### src/rtl/npc_pkg.sv
`timescale 1ns / 1ps
package npc_pkg;

  localparam int COORD_W       = 16;
  localparam int NUM_AXES      = 3;
  localparam int SQ_W          = 2 * COORD_W;
  localparam int DIST_W        = SQ_W + 2;
  localparam int THR_W         = 36;
  localparam int CFG_CNT_W     = 11;
  localparam int IDX_W         = 10;
  localparam int CFG_IDX_W     = 2;
  localparam int CFG_DATA_W    = 36;
  localparam int MAX_POINTS_DEF = 1024;

  localparam logic [THR_W-1:0]     THR_RESET = THR_W'(4096);
  localparam logic [CFG_CNT_W-1:0] CNT_RESET = '0;

  localparam logic [CFG_IDX_W-1:0] REG_THRESHOLD = 2'd0;
  localparam logic [CFG_IDX_W-1:0] REG_COUNT     = 2'd1;

  localparam logic CMD_LOAD  = 1'b0;
  localparam logic CMD_QUERY = 1'b1;

  typedef logic signed [COORD_W-1:0] coord_t;
  typedef coord_t [NUM_AXES-1:0] point_t;

  typedef struct packed {
    logic             cmd;
    logic [IDX_W-1:0] point_index;
    coord_t           coord_x;
    coord_t           coord_y;
    coord_t           coord_z;
  } in_t;

  typedef struct packed {
    logic              found;
    logic [IDX_W-1:0]  match_index;
    logic [DIST_W-1:0] distance_sq;
    coord_t            match_x;
    coord_t            match_y;
    coord_t            match_z;
    coord_t            source_x;
    coord_t            source_y;
    coord_t            source_z;
  } out_t;

  // token passed along the distance chain
  typedef struct packed {
    logic              valid;
    point_t            pt;
    logic [DIST_W-1:0] sum;
  } tok_t;

endpackage

### src/rtl/npc_cell.sv
`timescale 1ns / 1ps
module npc_cell #(
  parameter int SLOT_W = 10
) (
  input  logic                clk,
  input  logic                rst,
  input  npc_pkg::coord_t     src_coord,
  input  npc_pkg::tok_t       tok_in,
  input  logic [SLOT_W-1:0]   slot_in,
  output npc_pkg::tok_t       tok_out,
  output logic [SLOT_W-1:0]   slot_out
);
  import npc_pkg::*;

  logic signed [COORD_W:0] diff;
  logic [COORD_W-1:0]      mag;
  logic [SQ_W-1:0]         sq;

  // works on axis 0 of the token, then rotates the point for the next cell
  always_comb begin
    diff = $signed({tok_in.pt[0][COORD_W-1], tok_in.pt[0]})
         - $signed({src_coord[COORD_W-1], src_coord});
    mag  = diff[COORD_W] ? COORD_W'(-diff) : diff[COORD_W-1:0];
    sq   = mag * mag;
  end

  always_ff @(posedge clk) begin
    if (rst) begin
      tok_out.valid <= 1'b0;
    end else begin
      tok_out.valid <= tok_in.valid;
    end
  end

  always_ff @(posedge clk) begin
    tok_out.pt[0] <= tok_in.pt[1];
    tok_out.pt[1] <= tok_in.pt[2];
    tok_out.pt[2] <= tok_in.pt[0];
    tok_out.sum   <= tok_in.sum + DIST_W'(sq);
    slot_out      <= slot_in;
  end

endmodule

### config.mk
export PLATFORM = sky130hd
export DESIGN_NAME = npc_cell
export DESIGN_NICKNAME = d
export VERILOG_FILES = /design/src/rtl/npc_pkg.sv /design/src/rtl/npc_cell.sv
export SDC_FILE = /design/constraint.sdc
export NUM_CORES = 1
export LEC_CHECK = 0
export BUFFER_PORTS_ARGS = -buffer_cell sky130_fd_sc_hd__buf_4
export CAP_MARGIN = 5
export CORE_AREA = 4 4 149 151
export CTS_CLUSTER_SIZE = 30
export DETAILED_ROUTE_END_ITERATION = 6
export DIE_AREA = 0 0 153 155
export PLACE_DENSITY_LB_ADDON = 0.08
export SLEW_MARGIN = 40
export SYNTH_ARGS = -nofsm -noshare
export SYNTH_HDL_FRONTEND = slang
export SYNTH_SLANG_ARGS = --single-unit
### constraint.sdc
create_clock -name clk -period 10.7 [get_ports clk]
set_input_delay 1.07 -clock clk [delete_from_list [all_inputs] [get_ports clk]]
set_output_delay 1.07 -clock clk [all_outputs]
set_load 0.02 [all_outputs]
==> run summary, run 1 <==
The first global-routing pass estimated 42.8 mm of wire. Counting the fill cells in the layout gives 1862. For the worst setup path, the data arrival time is 10.15 ns. In the routed layout, each cell is associated on average with a via count of 4.99. Sequential element share of the synthesized area: 0.165. The required time at the endpoint of the critical path is 10.99 ns.

The worst setup path is captured at a register. Once detail routing completed, the nets flagged for antenna violations numbered 0. The tools report the count of clock tree sinks as 93. The run gives 19 as the pin count of the biggest net entering global routing.

Most instantiated flip-flop cell in the synthesis netlist: sky130_fd_sc_hd__dfxtp_1. For the number of global-route vias before repair, the log shows 9146. The final-report hold violation count is 0, and the maximum operating frequency is 101 MHz. In the layout the commonest cells are 331 x sky130_fd_sc_hd__inv_1, 219 x sky130_fd_sc_hd__buf_4, 192 x sky130_fd_sc_hd__fa_1. The number of distinct standard cells referenced by the synthesized netlist was 70. The number of antenna diodes in the final layout is 0. The number of CTS-inserted buffers was 9.

Clock-pin transition on the worst setup and hold timing paths: 0.08 ns. For the footprint of the multi-input gates, the log shows 0.00807 mm². Critical path start-end classification: input pin to register. Summing all flip-flop and latch instances after layout gives 0.00186 mm². By area the synthesized netlist is led by sky130_fd_sc_hd__fa_1 34%, sky130_fd_sc_hd__dfxtp_1 17%, sky130_fd_sc_hd__ha_1 14%.

The worst slew margin relative to its limit came out at 0.483. The average instance in the mapped netlist occupies 9.27 µm². The remaining design rule violation count was 0.

The biggest fanout along the worst timing path was 9; the largest stage delay on the critical path was 0.59 ns. For the number of detailed-route iterations in the first pass, the log shows 5. Clock tree root driver cell: sky130_fd_sc_hd__clkbuf_16. 204 I/O pins were placed.

In this run, the number of DRC markers left after iteration 0 of detailed routing was 297. Final cycle utilization of the critical path: 0.921. The slowest cell on the critical path is sky130_fd_sc_hd__or4b_1.

The commonest non-fill, non-tap cell in the layout is sky130_fd_sc_hd__inv_1. The congestion estimate from routability-driven global placement came to 0.888. Hold repair after CTS inserted 0 buffers. The count of flip-flops with a built-in enable after synthesis is 0, and the global-route usage over all layers is 0.222.

TritonCTS built the clock tree. After routing the design area is 0.0135 mm². The die is 155 µm tall. For the total grt overflow, the log shows 0. The path with the worst hold slack has its endpoint at slot_out[8].

STA classifies the critical path startpoint as an input pin. The transition at the pin with the smallest max-transition slack came out at 0.773 ns. The min-delay analysis places its worst path in the category input pin to register. The fraction of final layout cells sized beyond drive strength 1 was 0.178.

After detailed routing, the average wire length per cell comes to 14.5 µm. The die covers 0.0237 mm². The number of antenna violations at the first check in global routing was 0. The start point of the worst hold path is slot_in[8].

The detailed-route via count was 8536; the number of stages on the worst hold path was 1. For the finished layout, the period the worst path requires is 9.86 ns. The initialized floorplan defines 53 standard-cell rows.

The area inside the core boundary was 0.0208 mm². The initial core utilization was 0.541; the die width was 153 µm. At the end of the flow, the number of nets in the layout was 1856. Adding up every negative setup slack in the final design gives 0 ns.

In this run the deepest clock path goes through 2 buffers. Count of warnings emitted by yosys: 0. The cell occurring most often along the worst timing path was sky130_fd_sc_hd__fa_1.

After detailed placement, the total cell area comes to 0.0132 mm². Number of buffers inserted to repair setup after CTS: 0. Of all cell types, the one taking the most synthesized area is sky130_fd_sc_hd__fa_1.

Across the run, the number of max-cap violations was 0. The share of flip-flops with an asynchronous set or reset works out to 0. Setup violations remaining at the end of the flow were counted as 0. When the netlist entered floorplanning its net count stood at 1640. The post-synthesis to final-layout area growth is 19.6%. The area share of the largest cell type after synthesis is 0.341. The mapped netlist covers 0.0113 mm². The clock tree synthesis step divided the H-tree into 3 levels. Setup repair after global routing left no endpoint under its margin. Wires add up to 24.7 mm. The cell count after synthesis came out at 1215. After synthesis the netlist holds a flip-flop and latch count of 93. The run gives 0 as the final-report max-slew violation count. The half-perimeter wire length of the detailed placement result is 21.4 mm, and the count of buffers from port buffering is 203. The run gives 0.647 as the final design utilization. The flow ran to the end, and the final reports show no timing, DRC or antenna violations. Gates resized during post-CTS repair numbered 0.
[layout make-up]
type | count | share of cell area
clock buffers | 9 | 0.0167
clock inverters | 7 | 0.00446
inverters | 338 | 0.0941
multi-input cells | 770 | 0.599
flip-flops and latches | 93 | 0.138
well taps | 275 | 0.0255
repair buffers | 219 | 0.122
[how the worst max path moves through the flow]
stage / cells after the start / end / start
3_5_place_dp: 35 / tok_out[30] / src_coord[0]
3_3_place_gp: 35 / tok_out[30] / src_coord[0]
5_1_grt: 36 / tok_out[31] / tok_in[34]
2_1_floorplan: 32 / tok_out[30] / tok_in[34]
4_1_cts: 33 / tok_out[31] / src_coord[0]
6_report: 33 / tok_out[32] / src_coord[0]
[kinds of logic after synthesis]
kind of cell	count (synthesis)	synth area share
fa+ha+maj	314	0.477
buf+inv	352	0.118
mux	1	0.000999
compound gates	137	0.0847
simple gates	257	0.105
xor+xnor	61	0.0488
flops	93	0.165
[cells in the mapped netlist, types with 17 or more instances]
| cell | count |
|---|---|
| sky130_fd_sc_hd__nor2_1 | 93 |
| sky130_fd_sc_hd__nor3_1 | 17 |
| sky130_fd_sc_hd__xnor2_1 | 37 |
| sky130_fd_sc_hd__dfxtp_1 | 93 |
| sky130_fd_sc_hd__inv_1 | 331 |
| sky130_fd_sc_hd__ha_1 | 122 |
| sky130_fd_sc_hd__fa_1 | 192 |
| sky130_fd_sc_hd__a21o_1 | 18 |
| sky130_fd_sc_hd__xor2_1 | 22 |
| sky130_fd_sc_hd__nand2_1 | 79 |
| sky130_fd_sc_hd__o21ai_0 | 21 |
| sky130_fd_sc_hd__a21oi_1 | 33 |
[registers in the layout (all words and copies together) (netlist names)]
signal    flops
slot_out     10
tok_out      83
[routing by layer]
layer  vias to the layer above  wire (µm)  part of all wire  GRT usage
met3                        30       1220             0.049     0.0317
met2                       203      13500              0.55      0.420
met1                      4153       9490              0.38      0.264
met5                         -          0                 0          0
li1                       4150          -                 -          -
met4                         0        499             0.020     0.0577
[through the flow]
stage | worst slack (ns) | instances | hold slack, ns
5_1_grt | 0.233 | 1711 | 0.784
2_1_floorplan | 1.47 | 1215 | 1.10
4_1_cts | 0.920 | 1711 | 0.794
3_3_place_gp | 0.869 | 1695 | 1.17
6_report | 0.841 | 1711 | 0.806
3_5_place_dp | 0.585 | 1695 | 1.18
[critical path, delay by kind of cell]
kind | cells | cell delay [ns]
buf+inv | 5 | 0.79
simple gates | 7 | 1.78
fa+ha+maj | 9 | 3.95
xor+xnor | 3 | 0.67
compound gates | 9 | 1.87
Power of run 1 is not shown: default switching activity piles up to over one toggle a cycle in this logic, so the estimate is an artifact.
==> run 2: changes to the inputs <==
Settings changed: BUFFER_PORTS_ARGS -buffer_cell sky130_fd_sc_hd__buf_4 to default, DONT_BUFFER_PORTS from default to 1.
==> run 2 against run 1 <==
Net effect:
- core utilization is 7.5 points lower
- count of clock-buffer cells in the layout stayed put
- non-clock buffer count is 207 lower
- sequential share of layout area is 1.8 points higher
- design area is 12% lower
- final cell count is 12% lower
- critical endpoint unchanged
- highest routed layer unchanged
==> run summary, run 2 (synthesis gave the netlist of run 1 again) <==
The flow ran to the end, and the final reports show no timing, DRC or antenna violations. The tools report the final-stage net count as 1649. Across the run, the number of max-cap violations was 0. The finished cells cover 0.0119 mm². In this run the deepest clock path goes through 2 buffers. Final design utilization: 0.573. 204 I/O pins were placed. In the final timing run, aggregate negative setup slack is 0 ns.

After detailed routing, the number of vias per cell comes to 5.10. The run gives 0 as the quantity of gates resized following cts. The final-report hold violation count is 0, and the post-synthesis to final-layout area growth is 5.84%.

Fraction of final layout cells sized beyond drive strength 1: 0.0399. The number of global-route vias before repair was 8429. Leaving out fill and tap cells, the most frequent cells in the layout are 331 x sky130_fd_sc_hd__inv_1, 192 x sky130_fd_sc_hd__fa_1, 122 x sky130_fd_sc_hd__ha_1. CTS saw 93 sinks. Setup violations remaining at the end of the flow were counted as 0.

The final route contains 7669 vias. For this design, the CTS-stage hold fixing added 0 buffers. The congestion estimate from routability-driven global placement came to 0.912. The final-report max-slew violation count came out at 0. The worst slack at placement was 0.649 ns; the maximum operating frequency was 102 MHz. Commonest non-fill, non-tap cell in the layout: sky130_fd_sc_hd__inv_1. Summing all placed instances gives a cell area of 0.0116 mm². The H-tree was split into 3 levels. Among cell families on the critical path, the largest total delay comes from adder cells.

The final cycle utilization of the critical path came out at 0.915. The critical path in this run is classified as input pin to register. The tools report the global-route usage over all layers as 0.214.

The tools report the antenna diode count as 0. The min-delay analysis places its worst path in the category input pin to register. The worst slew margin relative to its limit is 0.442. The slowest stage of the critical path belongs to the cell sky130_fd_sc_hd__or4b_1.

Data on the critical path is required at its endpoint by 10.99 ns. The post-layout minimum cycle time was 9.79 ns; the routed wirelength normalized by instance count was 15.8 µm. The critical path buffer and inverter count works out to 5. The number of violations reported at the end of detailed-routing iteration 0 was 321; the global-route wire length before repair was 41.1 mm. The biggest fanout along the worst timing path is 9, and the half-perimeter wire length of the detailed placement result is 20.7 mm.

Counting stages on the worst path, the most repeated cell is sky130_fd_sc_hd__fa_1. The worst path meets setup with 0.911 ns of slack. The first TritonRoute pass finished after 7 iterations.

In this run, CTS created clock tree buffers numbering 9. The die width is 153 µm. TritonCTS built the clock tree. Clock-pin slew was measured on the worst setup and hold paths at 0.07 ns. The tools report the startpoint type of the worst setup path as an input pin.

The die covers 0.0237 mm². The total grt overflow came out at 0. Clock tree root driver cell: sky130_fd_sc_hd__clkbuf_16. The largest registers in the layout are tok_out (83), slot_out (10). For the pin with the worst max-slew slack, the measured transition is 0.831 ns. For the worst setup path, the data arrival time is 10.08 ns.

The floorplan has 53 rows. The element type at the critical path end was a register. The run gives 0 as the remaining design rule violation count. The largest stage delay on the critical path is 0.59 ns, and the die outline height is 155 µm. The initial core utilization is 0.541.

For the remaining antenna violation count after routing, the log shows 0. Once the clock tree was built, the setup fixing pass inserted 0 buffers. The largest register by flop count is tok_out.

The sum of routed wire length over all layers is 23.7 mm, and the number of antenna violations at the first check in global routing is 0. The number of flip-flops in the largest register came out at 83. The count of buffers from port buffering is 0, and the area inside the core boundary is 0.0208 mm².

The pin count of the biggest net entering global routing came out at 19. Setup repair after global routing left no endpoint under its margin.
-- run 2: final cells by class --
class                   instances  area (µm²)
clock buffers                   9         225
multi-input cells             770        8070
repair buffers                 12        90.1
flip-flops and latches         93        1860
fillers                      1929        8900
inverters                     338        1270
well taps                     275         344
clock inverters                 7        62.6
-- run 2: routing by layer --
layer	GRT usage	routed length, µm	vias up
met2	0.393	12600	169
li1	-	-	3739
met4	0.0615	498	0
met1	0.259	9520	3731
met3	0.0364	1080	30
met5	0	0	-
-- run 2: path summary, 6_finish.rpt --
kind	start	end	slack [ns]	cells past startpoint
min	tok_in[74]	tok_out[58]	0.74	0
max	tok_in[34]	tok_out[32]	0.91	33
-- run 2: stage by stage --
stage	cells	hold WS, ns
2_1_floorplan	1215	1.10
3_3_place_gp	1488	1.10
3_5_place_dp	1488	1.10
4_1_cts	1504	0.717
5_1_grt	1504	0.711
6_report	1504	0.735
Power of run 2 is left out for the same reason.
