--- src/rtl/npc_pkg.sv ---
`timescale 1ns / 1ps
package npc_pkg;

  localparam int COORD_W       = 16;
  localparam int NUM_AXES      = 3;
  localparam int SQ_W          = 2 * COORD_W;
  localparam int DIST_W        = SQ_W + 2;
  localparam int THR_W         = 36;
  localparam int CFG_CNT_W     = 11;
  localparam int IDX_W         = 10;
  localparam int CFG_IDX_W     = 2;
  localparam int CFG_DATA_W    = 36;
  localparam int MAX_POINTS_DEF = 1024;

  localparam logic [THR_W-1:0]     THR_RESET = THR_W'(4096);
  localparam logic [CFG_CNT_W-1:0] CNT_RESET = '0;

  localparam logic [CFG_IDX_W-1:0] REG_THRESHOLD = 2'd0;
  localparam logic [CFG_IDX_W-1:0] REG_COUNT     = 2'd1;

  localparam logic CMD_LOAD  = 1'b0;
  localparam logic CMD_QUERY = 1'b1;

  typedef logic signed [COORD_W-1:0] coord_t;
  typedef coord_t [NUM_AXES-1:0] point_t;

  typedef struct packed {
    logic             cmd;
    logic [IDX_W-1:0] point_index;
    coord_t           coord_x;
    coord_t           coord_y;
    coord_t           coord_z;
  } in_t;

  typedef struct packed {
    logic              found;
    logic [IDX_W-1:0]  match_index;
    logic [DIST_W-1:0] distance_sq;
    coord_t            match_x;
    coord_t            match_y;
    coord_t            match_z;
    coord_t            source_x;
    coord_t            source_y;
    coord_t            source_z;
  } out_t;

  // token passed along the distance chain
  typedef struct packed {
    logic              valid;
    point_t            pt;
    logic [DIST_W-1:0] sum;
  } tok_t;

endpackage

--- src/rtl/npc_min.sv ---
`timescale 1ns / 1ps
module npc_min #(
  parameter int SLOT_W = 10
) (
  input  logic                          clk,
  input  logic                          rst,
  input  logic                          clear,
  input  npc_pkg::tok_t                 tok,
  input  logic [SLOT_W-1:0]             slot,
  output logic                          have,
  output logic [npc_pkg::DIST_W-1:0]    best_dist,
  output logic [SLOT_W-1:0]             best_slot,
  output npc_pkg::point_t               best_pt
);
  import npc_pkg::*;

  logic take;

  // strict compare: earlier slot keeps a tie
  assign take = tok.valid && (!have || (tok.sum < best_dist));

  always_ff @(posedge clk) begin
    if (rst) begin
      have <= 1'b0;
    end else if (clear) begin
      have <= 1'b0;
    end else if (take) begin
      have <= 1'b1;
    end
  end

  always_ff @(posedge clk) begin
    if (take) begin
      best_dist <= tok.sum;
      best_slot <= slot;
      best_pt   <= tok.pt;
    end
  end

endmodule

--- config.mk ---
export PLATFORM = sky130hd
export DESIGN_NAME = npc_min
export DESIGN_NICKNAME = d
export VERILOG_FILES = /design/src/rtl/npc_pkg.sv /design/src/rtl/npc_min.sv
export SDC_FILE = /design/constraint.sdc
export NUM_CORES = 1
export LEC_CHECK = 0
export ABC_CLOCK_PERIOD_IN_PS = 8600
export BUFFER_PORTS_ARGS = -buffer_cell sky130_fd_sc_hd__buf_2
export CORE_ASPECT_RATIO = 2
export CORE_MARGIN = 4
export CORE_UTILIZATION = 35
export CTS_CLUSTER_SIZE = 10
export DETAILED_ROUTE_END_ITERATION = 6
export PLACE_DENSITY = 0.62
export SLEW_MARGIN = 15
export SYNTH_ARGS = -nofsm -noshare
export SYNTH_HDL_FRONTEND = slang
export SYNTH_SLANG_ARGS = --single-unit
--- constraint.sdc ---
create_clock -name clk -period 8.6 [get_ports clk]
set_input_delay 0.43 -clock clk [delete_from_list [all_inputs] [get_ports clk]]
set_output_delay 0.43 -clock clk [all_outputs]
set_load 0.005 [all_outputs]
==> results of run 1 <==
## logic make-up after synthesis
kind of cell / count (synthesis)
flip-flops: 93
adder cells (fa/ha/maj): 33
AND/OR/NAND/NOR: 26
buffers and inverters: 34
AO/OA/AOI/OAI: 29
## per-layer routing
metal	vias to the layer above	track usage (%)
met5	-	0
met4	2	6.85
met3	16	4.27
met2	96	26.5
met1	1149	14.2
li1	1213	-
## metrics by stage
stage / util, % / hold slack (ns) / power [W] / worst slack, ns
6_report: 49.9 / 0.241 / 0.00109 / 5.92
5_1_grt: 49.9 / 0.230 / 0.00115 / 5.70
4_1_cts: 49.9 / 0.231 / 0.00111 / 5.88
3_5_place_dp: 46.9 / 0.541 / 0.000713 / 5.73
3_3_place_gp: 46.9 / 0.545 / 0.000709 / 5.80
2_1_floorplan: - / 0.506 / 0.000637 / 1.99
## path summary, 6_finish.rpt
path / start / to / slack, ns / cells past startpoint
hold / removal: rst / have / 0.24 / 2
setup / recovery: best_dist[31] / best_pt[23] / 5.92 / 8
hold reg to reg: have / have / 0.54 / 2
setup reg to reg: best_dist[31] / best_pt[23] / 5.92 / 8
## sequential cells by signal, summed over array words and instances (netlist names)
signal and cells:
best_slot 10, best_dist 34, best_pt 48, have 1
## final cells by class
| class | instances | area [um2] |
|---|---|---|
| flip-flops and latches | 93 | 2780 |
| well taps | 135 | 169 |
| clock inverters | 7 | 72.6 |
| repair buffers | 190 | 956 |
| multi-input cells | 88 | 727 |
| inverters | 34 | 128 |
| fillers | 956 | 5090 |
| clock buffers | 9 | 225 |
## where the power goes
| part | switching [W] | internal [W] |
|---|---|---|
| clock | 0.000165 | 0.000226 |
| combinational | 0.0000740 | 0.0000624 |
| sequential | 0.0000127 | 0.000550 |
## placed cells by master (no fill, tap or decap), drive strengths merged
master / synthesis / final
buf: 0 / 190
edfxtp: 92 / 92
inv: 34 / 36
ha: 33 / 33
a21oi: 15 / 15
nand2: 10 / 10
clkbuf: 0 / 9
o21ai: 5 / 5
nand4: 4 / 4
nor2: 4 / 4
clkinv: 0 / 3
nand3: 2 / 2
o211ai: 2 / 2
a211oi: 2 / 2
nor4: 1 / 1
nor3b: 1 / 1
o21a: 1 / 1
or4: 1 / 1
and4: 1 / 1
a221oi: 1 / 1
o221ai: 1 / 1
a22oi: 1 / 1
nor2b: 1 / 1
a31oi: 1 / 1
nor3: 1 / 1
bufinv: 0 / 1
clkinvlp: 0 / 1
dfxtp: 1 / 1
==> run summary, run 1 <==
Final hold violation count: 0
Htree depth: 3
Routed met3 length: 563 um
GRT Overall Usage: 14.4%
Port bufs: 188
Initial drt markers: 89
Peak supply drop: 0.0982 mV
First-pass GRT wire length: 13000 um
CP required: 8.61 ns
Startpoint types: flip-flop
Max Clk Rate: 0.373 GHz
Critical Path AT: 2.69 ns
Synth-to-layout area growth: 39.7%
Hold Crit Class: in -> reg
Final GP Congestion: 0.814
Family with the most delay on the worst path: simple AND/OR/NAND/NOR gates
Core region area: 0.0101 mm2
Critical path buffer and inverter count: 2
Placed Area: 0.00476 mm2
Slew HR: 54.7%
Wl on met1: 2750 um
Layout cell share with drive strength beyond 1: 49.2%
Slowest CP cell: nor4_1
Ys async rst share: 0%
Slew Viols, Final: 0
CTS tree: done
Dpl hpwl: 6980 um
Post-DR wirelength/cell: 15.3 um
Cts repair resizes: 0
Share of the synthesized area in the top cell type: 76.3%
Ant. Diodes: 0
Gr ovfl total: 0
Max Buffers Root-to-Sink: 2
Post-route cell area: 0.00506 mm2
Core Rows: 52
Synth Area in Simple Gates: 3.59%
Post-synthesis cell count: 215
Yosys cell types: 23
Hold_buf cts: 0
Setup Viol. Count Final: 0
Leakage: 2.34 nW
Register area share after synthesis: 76.8%
Area contributors post-synth: edfxtp_1 76%, ha_1 11%, inv_1 3.5%
Post-synthesis mux area share: 0%
Vias per cell: 4.45
Adder-cell share of the synthesized area: 11.4%
Fin cells: 556
Clock Skew: 0.00962 ns
Worst slew pin tran: 0.673 ns
CP Capture Type: flip-flop
Post-synth EDFFs: 92
Final net count: 545
CP peak stage delay: 0.65 ns
Setup CP Type: reg -> reg
MaxCap Viol Count: 0
Largest family of logic cells by synthesized area: adder cells
Dominant synthesized flop cell: edfxtp_1
Synth area leader: edfxtp_1
DP Cell Count: 540
Drt total wl: 8530 um
Synthesized area: 0.00362 mm2
Status: finished clean
# DRC: 0
Die Ht: 152 um
Mapped Nets: 344
Clk_lat worst skew: 0.34 ns
Vias in the first global route: 2524
Die W: 79.9 um
CP most frequent cell: a21oi_1
Post-Synth XOR/XNOR Area: 0%
Syn Area/Cell: 16.8 um2
Tcrit/Tclk final: 31.2%
Commonest cells post-synth: 92 x edfxtp_1, 34 x inv_1, 33 x ha_1
Crit path cell chain: inv_1 > ha_1 > nand4_1 > nor4_1 > a21oi_1 > a21oi_1 > a31oi_4 > buf_4
Top routing layer used: met5
# IOs: 189
CP Max Fanout: 53
TritonCTS Buffers: 9
Clk slew on worst S/H paths: 0.07 ns
Initial antenna violation count: 1
Setup TNS Final: 0 ns
Post-CTS setup buffers: 0
#FFs+latches synth: 93
Starting density of the core: 35.7%
DRT antenna net count: 0
CTS sink count: 93
Clk root buf: clkbuf_16
Synth warn: 0
Die area: 0.0121 mm2
Top-count cell post-synth: edfxtp_1
Largest net degree at the start of global routing: 54
RSZ-0062 raised after global routing: no
Synth Area in Compound Gates: 4.66%
Vias: 2476
Power Dens Cells: 215 mW/mm2
Min cycle time layout: 2.68 ns
First drt pass iteration count: 4
DR WL met2: 4960 um
No activity file was read; power rests on OpenSTA's default activity.
==> run 2, diff against run 1 <==
--- a/config.mk
+++ b/config.mk
@@ -5,7 +5,7 @@
 export SDC_FILE = /design/constraint.sdc
 export NUM_CORES = 1
 export LEC_CHECK = 0
-export ABC_CLOCK_PERIOD_IN_PS = 8600
+export ABC_CLOCK_PERIOD_IN_PS = 2500
 export BUFFER_PORTS_ARGS = -buffer_cell sky130_fd_sc_hd__buf_2
 export CORE_ASPECT_RATIO = 2
 export CORE_MARGIN = 4
==> constraint.sdc (replaced) <==
create_clock -name clk -period 2.5 [get_ports clk]
set_input_delay 0.125 -clock clk [delete_from_list [all_inputs] [get_ports clk]]
set_output_delay 0.125 -clock clk [all_outputs]
set_load 0.005 [all_outputs]
==> run summary, run 2 (same netlist as run 1, synthesis figures left out) <==
Setup Viol. Count Final: 0 (unchanged)
Post-route cell area: 0.00610 mm2 (+20%)
CP required: 2.54 ns (-6.07 ns)
Die W: 79.9 um (unchanged)
Setup TNS Final: 0 ns (unchanged)
Ant. Diodes: 0 (unchanged)
Htree depth: 3 (unchanged)
Tcrit/Tclk final: 93.3%
Placed Area: 0.00484 mm2 (+1.7%)
Slew Viols, Final: 0 (unchanged)
MaxCap Viol Count: 0 (unchanged)
Status: finished clean
Final GP Congestion: 0.739 (-9.3%)
Worst hold path startpoint: tok[23]
Core Rows: 52 (unchanged)
Hold Crit Class: in -> reg
Power Dens Cells: 653 mW/mm2 (+200%)
Most flop-heavy register: best_pt
Critical Path AT: 2.37 ns (-0.32 ns)
Slowest CP cell: dlygate4sd3_1
Setup CP Type: in -> reg
First-pass GRT wire length: 14700 um (+13%)
Clock Skew: 0.00768 ns (-0.00193 ns)
Top flop regs: best_pt x48, best_dist x34, best_slot x10
Die Ht: 152 um (unchanged)
Max reg flops: 48 (unchanged)
Reg area: 0.00278 mm2 (unchanged)
Fillers: 828 (-13%)
CTS tree: done
Max Buffers Root-to-Sink: 2 (unchanged)
Clk slew on worst S/H paths: 0.06 ns (about the same)
DRT antenna net count: 0 (unchanged)
# DRC: 0 (unchanged)
Crit. Startpoint: tok[3]
Synth-to-layout area growth: 68.3%
TritonCTS Buffers: 9 (unchanged)
Worst R2R Start: best_dist[29]
Largest net degree at the start of global routing: 62 (+15%)
Place WS: 0.185 ns (-5.54 ns)
Die area: 0.0121 mm2 (unchanged)
Post-DR wirelength/cell: 15.3 um (-0.27%)
Vias: 2884 (+16%)
Worst slew pin tran: 0.298 ns (-0.374 ns)
Min cycle time layout: 2.33 ns
Peak supply drop: 0.413 mV (+320%)
CP Max Fanout: 30 (-43%)
Drt total wl: 9930 um (+16%)
Startpoint types: primary input
Vias in the first global route: 3066 (+21%)
Commonest non-fill, non-tap cells in the layout: 188 x buf_2, 92 x edfxtp_1, 91 x dlygate4sd3_1, 32 x inv_1, 31 x ha_1
Layout cell share with drive strength beyond 1: 42.0% (-7.1 points)
Max Clk Rate: 0.429 GHz
Gr ovfl total: 0 (unchanged)
Leading cell type in the layout, fill and taps excluded: buf_2
Final Core Density: 60.1% (+10 points)
# IOs: 189 (unchanged)
Port bufs: 188 (unchanged)
Final WS setup: 0.166 ns (-5.75 ns)
Final net count: 639 (+17%)
Slew HR: 80.1% (+25 points)
RSZ-0062 raised after global routing: no
Dpl hpwl: 7030 um (+0.78%)
Final hold violation count: 0 (unchanged)
Clk_lat worst skew: 0.34 ns (about the same)
CP Capture Type: flip-flop
Clk root buf: clkbuf_16
Vias per cell: 4.44 (-0.21%)
Leakage: 2.76 nW (+18%)
CTS sink count: 93 (unchanged)
First drt pass iteration count: 4 (unchanged)
GRT Overall Usage: 16.3% (+1.9 points)
Multi-input gate area: 772 um2 (+6.2%)
Crit path cell chain: dlygate4sd3_1 > buf_2 > ha_1 > a211oi_1 > o21ai_0 > a21oi_1 > o221ai_2 > a31oi_4 > clkbuf_16
Initial antenna violation count: 0 (-1)
Core region area: 0.0101 mm2 (unchanged)
Post-CTS setup buffers: 0 (unchanged)
Initial drt markers: 82 (-7.9%)
CP peak stage delay: 0.55 ns (-0.10 ns)
Worst slack on hold paths: 0.0175 ns (-0.223 ns)
Starting density of the core: 35.7% (unchanged)
run 2: cell count changes in the layout (fill, tap and decap cells not counted), moves of 2 or more:
| cell | delta |
|---|---|
| dlygate4sd3_1 | +91 |
| buf_12 | +2 |
| ha_1 | -2 |
| ha_4 | +2 |
| inv_1 | -2 |
| inv_2 | +2 |
| inv_6 | -2 |
run 2: area by class of cell:
| class | count | share of cell area, % |
|---|---|---|
| multi-input cells | 88 | 12.7 |
| well taps | 135 | 2.77 |
| clock inverters | 6 | 1.46 |
| inverters | 34 | 2.09 |
| clock buffers | 9 | 3.69 |
| flip-flops and latches | 93 | 45.6 |
| repair buffers | 284 | 31.7 |
run 2: repair_timing:
item	in CTS	in global routing
hold buffers	90	1
hold endpoints to repair	89	1
setup endpoints to repair	0	61
gates resized for setup	0	1
run 2: worst paths after layout:
path | end | slack, ns | depth (start not counted)
setup reg to reg | best_pt[13] | 0.25 | 9
hold / removal | best_dist[23] | 0.02 | 1
setup / recovery | best_pt[13] | 0.17 | 9
hold reg to reg | have | 1.12 | 3
run 2: routing by layer:
| metal | up-vias | track usage (%) | wire (um) |
|---|---|---|---|
| met2 | 108 | 30.7 | 5800 |
| li1 | 1394 | - | - |
| met3 | 29 | 3.44 | 542 |
| met1 | 1353 | 14.9 | 3140 |
| met5 | - | 0 | 0 |
| met4 | 0 | 10.2 | 443 |
run 2: where the power goes:
part	switching [W]	leakage [nW]	internal (W)
Clock	0.000544	0.149	0.000869
Sequential	0.0000426	0.923	0.00189
Combinational	0.000298	1.69	0.000336
run 2: per-stage QoR:
stage | cells | total power [W]
after floorplan | 215 | 0.00219
after global placement | 542 | 0.00247
after detailed placement | 542 | 0.00248
after CTS | 647 | 0.00403
after global routing | 649 | 0.00417
final | 649 | 0.00398
run 2: critical path, delay by kind of cell:
family                     cells  cell delay (ns)
adders and majority gates      1             0.30
AOI/OAI and AO/OA              5             0.96
buffers and inverters          3             0.98
==> run 3, diff against run 2 <==
--- a/config.mk
+++ b/config.mk
@@ -6,8 +6,8 @@
 export NUM_CORES = 1
 export LEC_CHECK = 0
 export ABC_CLOCK_PERIOD_IN_PS = 2500
-export BUFFER_PORTS_ARGS = -buffer_cell sky130_fd_sc_hd__buf_2
-export CORE_ASPECT_RATIO = 2
+export BUFFER_PORTS_ARGS = -buffer_cell sky130_fd_sc_hd__buf_4
+export CORE_ASPECT_RATIO = 1.4
 export CORE_MARGIN = 4
 export CORE_UTILIZATION = 35
 export CTS_CLUSTER_SIZE = 10
==> run summary, run 3 (same netlist as run 1, synthesis figures left out) <==
Post-route cell area: 0.00657 mm2 (+7.7%)
CP Capture Type: flip-flop
MaxCap Viol Count: 0 (unchanged)
Synth-to-layout area growth: 81.3%
Fillers: 750 (-9.4%)
CTS sink count: 93 (unchanged)
DRT antenna net count: 0 (unchanged)
Dpl hpwl: 7210 um (+2.5%)
Leading cell type in the layout, fill and taps excluded: buf_4
Setup slack, reg-to-reg: 0.21 ns (-0.04 ns)
Hold Crit Class: in -> reg
Critical Path AT: 2.41 ns (+0.04 ns)
Gr ovfl total: 0 (unchanged)
Worst R2R Path Depth: 8 (-1)
Worst slack on hold paths: 0.493 ns (+0.475 ns)
Setup CP Type: in -> reg
Worst R2R Start: best_dist[3]
Drt total wl: 10400 um (+4.9%)
Top flop regs: best_pt x48, best_dist x34, best_slot x10
Core Rows: 43 (-17%)
Max Clk Rate: 0.421 GHz (-1.8%)
Worst hold path depth: 3 (+2)
Commonest non-fill, non-tap cells in the layout: 189 x buf_4, 94 x dlygate4sd3_1, 92 x edfxtp_1, 32 x inv_1, 31 x ha_1
CP required: 2.54 ns (about the same)
Worst hold path startpoint: clear
Clock Skew: 0.00698 ns (-0.000701 ns)
Slew HR: 76.7% (-3.4 points)
Place WS: 0.157 ns (-0.0278 ns)
Die area: 0.0121 mm2 (-0.62%)
Final hold violation count: 0 (unchanged)
Die Ht: 128 um (-15%)
GRT Overall Usage: 16.9% (+0.63 points)
Clk root buf: clkbuf_16
Tcrit/Tclk final: 95.0% (+1.7 points)
Initial antenna violation count: 0 (unchanged)
Vias in the first global route: 2996 (-2.3%)
First-pass GRT wire length: 15200 um (+3.5%)
Startpoint types: primary input
Final WS setup: 0.124 ns (-0.0420 ns)
Die W: 94.0 um (+18%)
Vias: 2853 (-1.1%)
Final net count: 641 (+0.31%)
Crit path cell chain: dlygate4sd3_1 > buf_4 > ha_1 > a211oi_1 > o21ai_0 > a21oi_1 > o221ai_2 > a31oi_4 > clkbuf_16
Vias per cell: 4.38 (-1.5%)
Peak supply drop: 0.330 mV (-20%)
End of the worst register-to-register path: best_dist[10]
CP peak stage delay: 0.54 ns (about the same)
DP Cell Count: 541 (-0.18%)
Htree depth: 3 (unchanged)
First drt pass iteration count: 4 (unchanged)
Slew Viols, Final: 0 (unchanged)
Most flop-heavy register: best_pt
Hold endpoint: have
Worst slew pin tran: 0.346 ns (+0.0475 ns)
Slowest CP cell: dlygate4sd3_1
Placed Area: 0.00530 mm2 (+9.6%)
Min cycle time layout: 2.38 ns (+0.0420 ns)
Starting density of the core: 36.2% (+0.51 points)
Initial drt markers: 77 (-6.1%)
# IOs: 189 (unchanged)
RSZ-0062 raised after global routing: no
Clk slew on worst S/H paths: 0.06 ns (about the same)
# DRC: 0 (unchanged)
Cts repair resizes: 0 (unchanged)
Power Dens Cells: 615 mW/mm2 (-5.9%)
Max Buffers Root-to-Sink: 2 (unchanged)
Leakage: 2.93 nW (+6.0%)
Core region area: 0.0100 mm2 (-1.4%)
CP Max Fanout: 29 (-3.3%)
Status: finished clean
Fin cells: 652 (+0.46%)
CTS tree: done
Setup Viol. Count Final: 0 (unchanged)
TritonCTS Buffers: 9 (unchanged)
Clk_lat worst skew: 0.34 ns (about the same)
Ant. Diodes: 0 (unchanged)
Final GP Congestion: 0.742 (+0.34%)
Layout cell share with drive strength beyond 1: 41.6% (-0.44 points)
Largest net degree at the start of global routing: 59 (-4.8%)
Post-DR wirelength/cell: 16.0 um (+4.4%)
Max reg flops: 48 (unchanged)
Port bufs: 188 (unchanged)
==> run 3: cell types whose count changed in the layout (fill, tap and decap cells not counted), moves of 2 or more <==
cell / change
buf_2: -188
buf_4: +187
dlygate4sd3_1: +3
inv_6: +2
==> run 3: worst max-delay path, delay by kind of cell <==
| kind | cells | cell delay [ns] |
|---|---|---|
| buffers and inverters | 3 | 0.97 |
| AOI/OAI and AO/OA | 5 | 0.99 |
| adders and majority gates | 1 | 0.31 |
==> run 3: routing by layer <==
| metal | global-route usage [%] | vias to the layer above | wire, um |
|---|---|---|---|
| met2 | 32.6 | 120 | 5900 |
| li1 | - | 1396 | - |
| met3 | 3.68 | 14 | 687 |
| met1 | 17.1 | 1323 | 3590 |
| met4 | 7.23 | 0 | 234 |
| met5 | 0 | - | 0 |
==> run 3: per-stage QoR <==
stage                     util [%]  setup TNS [ns]  total power [W]
after global routing          65.6               0          0.00423
after global placement        53.0               0          0.00258
after detailed placement      53.0               0          0.00260
after CTS                     65.4               0          0.00407
final                         65.6               0          0.00404
after floorplan                  -          -78.23          0.00219
==> run 3: area by class of cell <==
class	count	area [um2]	area share, %
well taps	135	169	2.57
clock buffers	10	229	3.49
clock inverters	6	68.8	1.05
multi-input cells	88	766	11.7
repair buffers	286	2420	36.9
flip-flops and latches	93	2780	42.4
inverters	34	128	1.94
==> run 3: repair_timing <==
item / CTS / global route
setup buffers: 0 / 0
endpoints found under the hold margin: 93 / 0
hold buffers: 94 / 0
setup endpoints to repair: 0 / 43
==> run 3: worst max-delay path by stage <==
stage	start	end	slack, ns	cells after the start
2_1_floorplan	best_dist[13]	best_dist[0]	-0.85	6
3_3_place_gp	best_dist[7]	best_pt[23]	0.19	8
3_5_place_dp	best_dist[3]	best_pt[32]	0.16	8
4_1_cts	tok[3]	best_pt[45]	0.06	9
5_1_grt	tok[32]	best_dist[13]	0.02	9
6_report	tok[3]	best_dist[10]	0.12	9
==> run 3: where the power goes <==
part | switching, W | internal [W] | leakage, nW | total, W
combinational | 0.000302 | 0.000444 | 1.86 | 0.000746
sequential | 0.0000544 | 0.00189 | 0.923 | 0.00195
clock | 0.000562 | 0.000782 | 0.143 | 0.00134
total | 0.000919 | 0.00312 | 2.93 | 0.00404
